[src/hw/rtl/touch_sample_group_filter_unit_defines.svh]
// ---------------------------------------------------------------------------
// Touch sample group filter assertion macros
// Shared concurrent assertion forms for the filter unit.
// ---------------------------------------------------------------------------
`ifndef TOUCH_SAMPLE_GROUP_FILTER_UNIT_DEFINES_SVH
`define TOUCH_SAMPLE_GROUP_FILTER_UNIT_DEFINES_SVH

// Same-cycle implication, disabled during reset.
`define TSGF_ASSERT_IMPLIES(label, clk, rst_n, ante, cons) \
  label: assert property (@(posedge clk) disable iff (!(rst_n)) (ante) |-> (cons)) \
    else $error("tsgf assertion failed");

// Next-cycle implication, disabled during reset.
`define TSGF_ASSERT_NEXT(label, clk, rst_n, ante, cons) \
  label: assert property (@(posedge clk) disable iff (!(rst_n)) (ante) |=> (cons)) \
    else $error("tsgf assertion failed");

`endif

[src/hw/rtl/tsgf_pkg.sv]
// ---------------------------------------------------------------------------
// Touch sample group filter package
// Widths, constants, result codes and the job record passed front to back.
// ---------------------------------------------------------------------------
`default_nettype none

package tsgf_pkg;

  localparam int unsigned ADC_BITS   = 12;
  localparam int unsigned THRESH_W   = 12;
  localparam int unsigned SUM_W      = ADC_BITS + 2;
  localparam int unsigned RECIP_SH   = 2 * (SUM_W / 2) + 1;
  localparam int unsigned RECIP      = ((1 << RECIP_SH) + 1) / 3;
  localparam int unsigned PROD_W     = SUM_W + RECIP_SH;
  localparam int unsigned CMP_W      = (ADC_BITS > THRESH_W) ? ADC_BITS : THRESH_W;
  localparam int unsigned NUM_GROUPS = 3;
  localparam int unsigned GROUP_LEN  = 3;

  localparam logic [THRESH_W-1:0] THRESH_RESET = THRESH_W'(300);

  typedef logic [ADC_BITS-1:0] sample_t;
  typedef logic [SUM_W-1:0]    gsum_t;
  typedef logic [THRESH_W-1:0] thresh_t;

  typedef enum logic [1:0] {
    ST_OK      = 2'd0,
    ST_SCATTER = 2'd1,
    ST_RELEASE = 2'd2
  } status_e;

  typedef struct packed {
    logic                       is_rel;
    gsum_t [NUM_GROUPS-1:0]     sum_x;
    gsum_t [NUM_GROUPS-1:0]     sum_y;
  } job_t;

endpackage

`default_nettype wire

[src/hw/rtl/tsgf_front.sv]
// ---------------------------------------------------------------------------
// Touch sample group filter front end
// Accepts samples, builds per-group sums and issues capture or release jobs.
// ---------------------------------------------------------------------------
`default_nettype none

module tsgf_front (
  input  wire logic              clk_i,
  input  wire logic              rst_ni,
  input  wire logic              start_i,
  input  wire logic              full_i,
  input  wire tsgf_pkg::sample_t sample_x_i,
  input  wire tsgf_pkg::sample_t sample_y_i,
  input  wire logic              pen_up_i,
  output logic                   push_o,
  output tsgf_pkg::job_t         job_o
);
  import tsgf_pkg::*;

  localparam logic [1:0] LAST_POS = 2'(GROUP_LEN - 1);
  localparam logic [1:0] LAST_GRP = 2'(NUM_GROUPS - 1);

  logic [1:0] pos_q, pos_d;
  logic [1:0] grp_q, grp_d;
  gsum_t      acc_x_q, acc_x_d;
  gsum_t      acc_y_q, acc_y_d;
  gsum_t      gx_q [2];
  gsum_t      gy_q [2];
  gsum_t      sum_x_now;
  gsum_t      sum_y_now;
  logic       accept;
  logic       last;

  assign accept    = start_i && !full_i;
  assign last      = (grp_q == LAST_GRP) && (pos_q == LAST_POS);
  assign sum_x_now = (pos_q == 2'd0) ? SUM_W'(sample_x_i) : acc_x_q + SUM_W'(sample_x_i);
  assign sum_y_now = (pos_q == 2'd0) ? SUM_W'(sample_y_i) : acc_y_q + SUM_W'(sample_y_i);
  assign push_o    = accept && (last || pen_up_i);

  always_comb begin
    job_o.is_rel   = !last;
    job_o.sum_x[0] = gx_q[0];
    job_o.sum_x[1] = gx_q[1];
    job_o.sum_x[2] = sum_x_now;
    job_o.sum_y[0] = gy_q[0];
    job_o.sum_y[1] = gy_q[1];
    job_o.sum_y[2] = sum_y_now;
  end

  always_comb begin
    pos_d   = pos_q;
    grp_d   = grp_q;
    acc_x_d = acc_x_q;
    acc_y_d = acc_y_q;
    if (accept) begin
      acc_x_d = sum_x_now;
      acc_y_d = sum_y_now;
      if (push_o) begin
        pos_d = 2'd0;
        grp_d = 2'd0;
      end else if (pos_q == LAST_POS) begin
        pos_d = 2'd0;
        grp_d = grp_q + 2'd1;
      end else begin
        pos_d = pos_q + 2'd1;
      end
    end
  end

  always_ff @(posedge clk_i or negedge rst_ni) begin
    if (!rst_ni) begin
      pos_q <= 2'd0;
      grp_q <= 2'd0;
    end else begin
      pos_q <= pos_d;
      grp_q <= grp_d;
    end
  end

  always_ff @(posedge clk_i) begin
    acc_x_q <= acc_x_d;
    acc_y_q <= acc_y_d;
    if (accept && !push_o && (pos_q == LAST_POS)) begin
      gx_q[grp_q[0]] <= sum_x_now;
      gy_q[grp_q[0]] <= sum_y_now;
    end
  end

endmodule

`default_nettype wire

[src/hw/rtl/tsgf_fifo.sv]
// ---------------------------------------------------------------------------
// Touch sample group filter job queue
// Two-entry queue decoupling the front end from the filter back end.
// ---------------------------------------------------------------------------
`default_nettype none

module tsgf_fifo (
  input  wire logic           clk_i,
  input  wire logic           rst_ni,
  input  wire logic           push_i,
  input  wire tsgf_pkg::job_t job_i,
  input  wire logic           pop_i,
  output tsgf_pkg::job_t      job_o,
  output logic                empty_o,
  output logic                full_o,
  output logic [1:0]          count_o
);
  import tsgf_pkg::*;

  job_t       mem_q [2];
  logic       wr_q, rd_q;
  logic [1:0] cnt_q, cnt_d;
  logic       do_push, do_pop;

  assign empty_o = (cnt_q == 2'd0);
  assign full_o  = (cnt_q == 2'd2);
  assign count_o = cnt_q;
  assign do_push = push_i && !full_o;
  assign do_pop  = pop_i && !empty_o;
  assign job_o   = mem_q[rd_q];

  always_comb begin
    cnt_d = cnt_q;
    if (do_push && !do_pop) begin
      cnt_d = cnt_q + 2'd1;
    end else if (do_pop && !do_push) begin
      cnt_d = cnt_q - 2'd1;
    end
  end

  always_ff @(posedge clk_i or negedge rst_ni) begin
    if (!rst_ni) begin
      wr_q  <= 1'b0;
      rd_q  <= 1'b0;
      cnt_q <= 2'd0;
    end else begin
      cnt_q <= cnt_d;
      if (do_push) begin
        wr_q <= !wr_q;
      end
      if (do_pop) begin
        rd_q <= !rd_q;
      end
    end
  end

  always_ff @(posedge clk_i) begin
    if (do_push) begin
      mem_q[wr_q] <= job_i;
    end
  end

endmodule

`default_nettype wire

[src/hw/rtl/tsgf_back.sv]
// ---------------------------------------------------------------------------
// Touch sample group filter back end
// Three-stage pipe: group means, spreads, then reject test and pair average.
// ---------------------------------------------------------------------------
`default_nettype none

module tsgf_back (
  input  wire logic               clk_i,
  input  wire logic               rst_ni,
  input  wire logic               empty_i,
  input  wire tsgf_pkg::job_t     job_i,
  input  wire tsgf_pkg::thresh_t  thresh_i,
  output logic                    pop_o,
  output logic                    done_o,
  output logic [1:0]              status_o,
  output tsgf_pkg::sample_t       point_x_o,
  output tsgf_pkg::sample_t       point_y_o
);
  import tsgf_pkg::*;

  typedef sample_t [NUM_GROUPS-1:0] means_t;

  typedef struct packed {
    logic    rej;
    sample_t val;
  } axis_t;

  function automatic sample_t mean3(input gsum_t s);
    logic [PROD_W-1:0] prod;
    prod = PROD_W'(s) * PROD_W'(RECIP);
    return prod[RECIP_SH +: ADC_BITS];
  endfunction

  function automatic sample_t absdiff(input sample_t a, input sample_t b);
    return (a > b) ? (a - b) : (b - a);
  endfunction

  function automatic axis_t pick(input means_t m, input means_t d, input thresh_t thr);
    axis_t                r;
    logic [CMP_W-1:0]     t;
    logic [ADC_BITS:0]    s;
    t = CMP_W'(thr);
    r.rej = (CMP_W'(d[0]) > t) && (CMP_W'(d[1]) > t) && (CMP_W'(d[2]) > t);
    if (d[0] < d[1]) begin
      s = (d[2] < d[0]) ? ({1'b0, m[0]} + {1'b0, m[2]}) : ({1'b0, m[0]} + {1'b0, m[1]});
    end else if (d[2] < d[1]) begin
      s = {1'b0, m[0]} + {1'b0, m[2]};
    end else begin
      s = {1'b0, m[1]} + {1'b0, m[2]};
    end
    r.val = s[ADC_BITS:1];
    return r;
  endfunction

  logic    v1_q, v2_q, done_q;
  logic    rel1_q, rel2_q;
  means_t  mx1_q, my1_q, mx2_q, my2_q, dx2_q, dy2_q;
  means_t  mx1_d, my1_d;
  axis_t   ax, ay;
  status_e status_q;
  sample_t px_q, py_q;

  assign pop_o = !empty_i;

  always_comb begin
    for (int g = 0; g < NUM_GROUPS; g++) begin
      mx1_d[g] = mean3(job_i.sum_x[g]);
      my1_d[g] = mean3(job_i.sum_y[g]);
    end
  end

  assign ax = pick(mx2_q, dx2_q, thresh_i);
  assign ay = pick(my2_q, dy2_q, thresh_i);

  always_ff @(posedge clk_i or negedge rst_ni) begin
    if (!rst_ni) begin
      v1_q   <= 1'b0;
      v2_q   <= 1'b0;
      done_q <= 1'b0;
    end else begin
      v1_q   <= pop_o;
      v2_q   <= v1_q;
      done_q <= v2_q;
    end
  end

  always_ff @(posedge clk_i) begin
    rel1_q <= job_i.is_rel;
    mx1_q  <= mx1_d;
    my1_q  <= my1_d;

    rel2_q   <= rel1_q;
    mx2_q    <= mx1_q;
    my2_q    <= my1_q;
    dx2_q[0] <= absdiff(mx1_q[0], mx1_q[1]);
    dx2_q[1] <= absdiff(mx1_q[1], mx1_q[2]);
    dx2_q[2] <= absdiff(mx1_q[2], mx1_q[0]);
    dy2_q[0] <= absdiff(my1_q[0], my1_q[1]);
    dy2_q[1] <= absdiff(my1_q[1], my1_q[2]);
    dy2_q[2] <= absdiff(my1_q[2], my1_q[0]);

    if (rel2_q) begin
      status_q <= ST_RELEASE;
      px_q     <= '0;
      py_q     <= '0;
    end else if (ax.rej || ay.rej) begin
      status_q <= ST_SCATTER;
      px_q     <= '0;
      py_q     <= '0;
    end else begin
      status_q <= ST_OK;
      px_q     <= ax.val;
      py_q     <= ay.val;
    end
  end

  assign done_o    = done_q;
  assign status_o  = status_q;
  assign point_x_o = px_q;
  assign point_y_o = py_q;

endmodule

`default_nettype wire

[src/hw/rtl/touch_sample_group_filter_unit.sv]
// Result: done_o rises once the job of the ninth sample, or of a pen-up sample that ends
// a capture early, has passed the job queue and the three back-end stages.
// Throughput: one sample per cycle; the three-stage back end drains the job
// queue every cycle, so busy_o stays low and the receiver cannot stall.
// Reset: rst_ni clears the sample position, the queue and the pipe valids;
// the threshold returns to 300.
// ---------------------------------------------------------------------------
// Touch sample group filter unit
// Nine-sample, three-group touch filter with scatter reject and release.
// ---------------------------------------------------------------------------
`default_nettype none

`include "touch_sample_group_filter_unit_defines.svh"

module touch_sample_group_filter_unit (
  input  wire logic                clk_i,
  input  wire logic                rst_ni,
  input  wire logic                start_i,
  output logic                     busy_o,
  input  wire tsgf_pkg::sample_t   sample_x_i,
  input  wire tsgf_pkg::sample_t   sample_y_i,
  input  wire logic                pen_up_i,
  input  wire logic                cfg_we_i,
  input  wire tsgf_pkg::thresh_t   cfg_wdata_i,
  output logic                     done_o,
  output logic [1:0]               status_o,
  output tsgf_pkg::sample_t        point_x_o,
  output tsgf_pkg::sample_t        point_y_o
);
  import tsgf_pkg::*;

  thresh_t    thresh_q;
  logic       push, pop, empty, full;
  logic [1:0] fifo_count;
  job_t       job_in, job_out;

  always_ff @(posedge clk_i or negedge rst_ni) begin
    if (!rst_ni) begin
      thresh_q <= THRESH_RESET;
    end else if (cfg_we_i) begin
      thresh_q <= cfg_wdata_i;
    end
  end

  assign busy_o = full;

  tsgf_front u_front (
    .clk_i      (clk_i),
    .rst_ni     (rst_ni),
    .start_i    (start_i),
    .full_i     (full),
    .sample_x_i (sample_x_i),
    .sample_y_i (sample_y_i),
    .pen_up_i   (pen_up_i),
    .push_o     (push),
    .job_o      (job_in)
  );

  tsgf_fifo u_fifo (
    .clk_i   (clk_i),
    .rst_ni  (rst_ni),
    .push_i  (push),
    .job_i   (job_in),
    .pop_i   (pop),
    .job_o   (job_out),
    .empty_o (empty),
    .full_o  (full),
    .count_o (fifo_count)
  );

  tsgf_back u_back (
    .clk_i     (clk_i),
    .rst_ni    (rst_ni),
    .empty_i   (empty),
    .job_i     (job_out),
    .thresh_i  (thresh_q),
    .pop_o     (pop),
    .done_o    (done_o),
    .status_o  (status_o),
    .point_x_o (point_x_o),
    .point_y_o (point_y_o)
  );

  `TSGF_ASSERT_IMPLIES(a_point_zero_unless_ok, clk_i, rst_ni, done_o && (status_o != ST_OK), (point_x_o == '0) && (point_y_o == '0))
  `TSGF_ASSERT_IMPLIES(a_queue_never_backs_up, clk_i, rst_ni, 1'b1, fifo_count != 2'd2)
  `TSGF_ASSERT_IMPLIES(a_done_follows_push, clk_i, rst_ni, done_o, $past(push, 4))
  `TSGF_ASSERT_NEXT(a_push_reaches_queue, clk_i, rst_ni, push, !empty)

endmodule

`default_nettype wire

[config.mk]
export PLATFORM = sky130hd
export DESIGN_NAME = touch_sample_group_filter_unit
export DESIGN_NICKNAME = d
export VERILOG_FILES = /design/src/hw/rtl/tsgf_pkg.sv /design/src/hw/rtl/tsgf_front.sv /design/src/hw/rtl/tsgf_fifo.sv /design/src/hw/rtl/tsgf_back.sv /design/src/hw/rtl/touch_sample_group_filter_unit.sv
export VERILOG_INCLUDE_DIRS = /design/src /design/src/hw/rtl
export SDC_FILE = /design/constraint.sdc
export NUM_CORES = 2
export LEC_CHECK = 0
export BUFFER_PORTS_ARGS = -buffer_cell sky130_fd_sc_hd__clkbuf_2
export CAP_MARGIN = 10
export CORE_ASPECT_RATIO = 0.9
export CORE_MARGIN = 1
export CORE_UTILIZATION = 39
export CTS_CLUSTER_SIZE = 12
export DETAILED_ROUTE_END_ITERATION = 7
export SKIP_CTS_REPAIR_TIMING = 1
export SYNTH_ARGS = -nofsm -noshare
export SYNTH_HDL_FRONTEND = slang
export SYNTH_SLANG_ARGS = --single-unit
[constraint.sdc]
create_clock -name clk_i -period 7.32 [get_ports clk_i]
set_input_delay 0.732 -clock clk_i [delete_from_list [all_inputs] [get_ports clk_i]]
set_output_delay 0.732 -clock clk_i [all_outputs]
set_load 0.05 [all_outputs]
==> reports/summary.txt <==
status = finished clean
Worst Path Arrival = 7400 ps
Fin Clk Skew = 32.6 ps
Post-Synthesis Net Count = 5836
DRT Pass-1 Iters = 5
most common cell after layout, fill and taps aside = inv_1
IO Pins = 69
crit path kind = flop to flop
grt ovf = 0
DR vias = 31000
area growth from synthesis to layout = 9.05%
Post-Route WL = 109000 um
final hold viol count = 0
reg2reg path depth = 19
Max-slew headroom = 0.188
worst r2r src = u_fifo.rd_q$_DFFE_PN0P_
Max-Cap Viols = 0
setup tns final = 0 ps
CTS Buf Count = 59
Fillers = 11500
Worst R2R Setup Slack = 500 ps
period utilisation layout = 0.932
Iteration-0 DRC Markers = 1618
vias in the first global route = 31900
Setup crit end kind = flop
FF/Latch Area = 13100 um2
HPWL Detailed = 91500 um
hold_ws = 186 ps
first-pass GRT wire length = 174000 um
Placeable Area = 119000 um2
number of setup violations in the final report = 0
Starting Density = 0.394
register area share after synthesis = 0.278
Core Rows = 120
CP Launch Type = flop
CP max FO = 44
Post-Syn Area = 47000 um2
port buffer count = 68
chip height = 331 um
area of the multi-input gates = 30300 um2
total track usage = 0.179
ANT nets after route = 0
gate count after technology mapping = 4537
DRC errors left = 0
Final Max Tran Viols = 0
clock sink total = 521
synth top area cells = ha_1 (24%), edfxtp_1 (16%), fa_1 (15%), dfxtp_1 (10%), inv_1 (7.3%)
syn avg cell area = 10.4 um2
Peak Freq = 147 MHz
RSZ-0062 raised after global routing = no
WL per Instance = 17.4 um
r2r endpoint = u_back.mx1_q[11]$_DFF_P_
Yosys reg bits = 521
critical path data required time = 7900 ps
Yosys warning total = 0
number of synthesized flops with an enable pin = 254
Hold Crit Class = primary input to async pin
drt via density = 4.95
CTS max path bufs = 3
CTS tree = yes
initial antenna violation count = 8
chip width = 368 um
Design Area, Final = 51300 um2
H-Tree Depth = 2
post-synth top area share = 0.240
Synth async-reset ratio = 0.0441
cell taking the most area after synthesis = ha_1
most frequent cells in the layout = inv_1 (913), ha_1 (902), fa_1 (356)
DIE AREA = 122000 um2
Worst-Margin Slew = 1200 ps
final net count = 5936
DP Area = 49400 um2
ys flop type = edfxtp_1
largest net degree at the start of global routing = 50
worst skew pair latency = 660 ps
crit path time final = 6820 ps
Worst-path clk slew = 60 ps
Distinct cells, synth = 84
Final GP Congestion = 0.908
root buf cell = clkbuf_16
share of cells above drive strength 1 = 0.0646
[logic make-up (layout without fill, tap and decap cells)]
family	after synthesis	count (layout)	share of synthesized area
other	0	1	0
AND/OR/NAND/NOR	633	633	0.0672
adder cells (fa/ha/maj)	1258	1258	0.392
buffers and inverters	967	1108	0.0778
multiplexers	147	147	0.0330
AO/OA/AOI/OAI	793	793	0.111
flip-flops	521	521	0.278
XOR/XNOR	218	218	0.0406
[through the flow]
step	setup slack, ps	utilization	std cells
after CTS	489	0.430	6264
after floorplan	640	-	4537
final	496	0.430	6265
after detailed placement	517	0.414	6162
after global routing	181	0.430	6265
after global placement	459	0.414	6162
[flip-flops by register name (all words and copies together), names as in the netlist, 28 cells and up]
register	cells
u_back.my1_q	36
u_back.dx2_q	36
u_fifo.mem_q	170
u_front.gx_q	28
u_back.mx2_q	36
u_back.dy2_q	36
u_back.my2_q	36
u_front.gy_q	28
u_back.mx1_q	36
[Yosys cell counts, types with 38 or more instances]
master and count:
dfxtp_1 244, edfxtp_1 254, ha_1 902, nor2b_1 55, o21ai_0 148, a21o_1 132, xor2_1 63, a211oi_1 48
inv_1 913, mux2i_1 86, mux2_2 60, nand3_1 71, fa_1 356, nand2b_1 38, a21oi_1 198, nor3_1 61
nor2_1 140, xnor2_1 155, nand2_1 134
[metal layers]
layer  global-route usage  up-vias  part of all wire  routed length (um)
met5                    0        -           0.00014                  15
met4               0.0401        2             0.019                2090
met3               0.0245      111             0.042                4570
met2                0.272      510              0.42               46100
met1                0.269    14800              0.52               56300
li1                     -    15600                 -                   -
[layout make-up]
cell class | instances | area share
multi-input combinational | 3049 | 0.591
sequential | 521 | 0.255
inverter | 913 | 0.0668
tap | 1586 | 0.0387
clock buffer | 70 | 0.0304
timing repair buffer | 93 | 0.0108
clock inverter | 32 | 0.00717
antenna | 1 | 0.0000488
[critical path, stage by stage (launching register included)]
cell and delay (ps):
dfrtp_4 860, mux2_2 480, ha_1 330, ha_1 200
inv_1 110, fa_1 460, fa_1 540, inv_1 50
fa_1 480, fa_1 470, ha_1 330, a21oi_1 200
nand2_1 130, nor4b_1 750, o21ai_1 250, a41o_1 350
o21ai_2 210, o21ai_1 130, o41ai_2 250, xnor2_1 170
[worst max-delay path by stage]
stage | from | end | slack [ps] | depth (start not counted)
final | u_fifo.rd_q$_DFFE_PN0P_ | u_back.mx1_q[11]$_DFF_P_ | 500 | 19
after global routing | u_fifo.rd_q$_DFFE_PN0P_ | u_back.mx1_q[11]$_DFF_P_ | 180 | 19
after CTS | u_fifo.rd_q$_DFFE_PN0P_ | u_back.mx1_q[11]$_DFF_P_ | 490 | 19
after floorplan | u_fifo.rd_q$_DFFE_PN0P_ | u_back.my1_q[29]$_DFF_P_ | 640 | 25
after detailed placement | u_fifo.rd_q$_DFFE_PN0P_ | u_back.mx1_q[11]$_DFF_P_ | 520 | 19
after global placement | u_fifo.rd_q$_DFFE_PN0P_ | u_back.mx1_q[11]$_DFF_P_ | 460 | 19
Power is left out: the tool's default activity adds up to more than one toggle a clock period on the data nets, which glitch-free logic cannot reach.
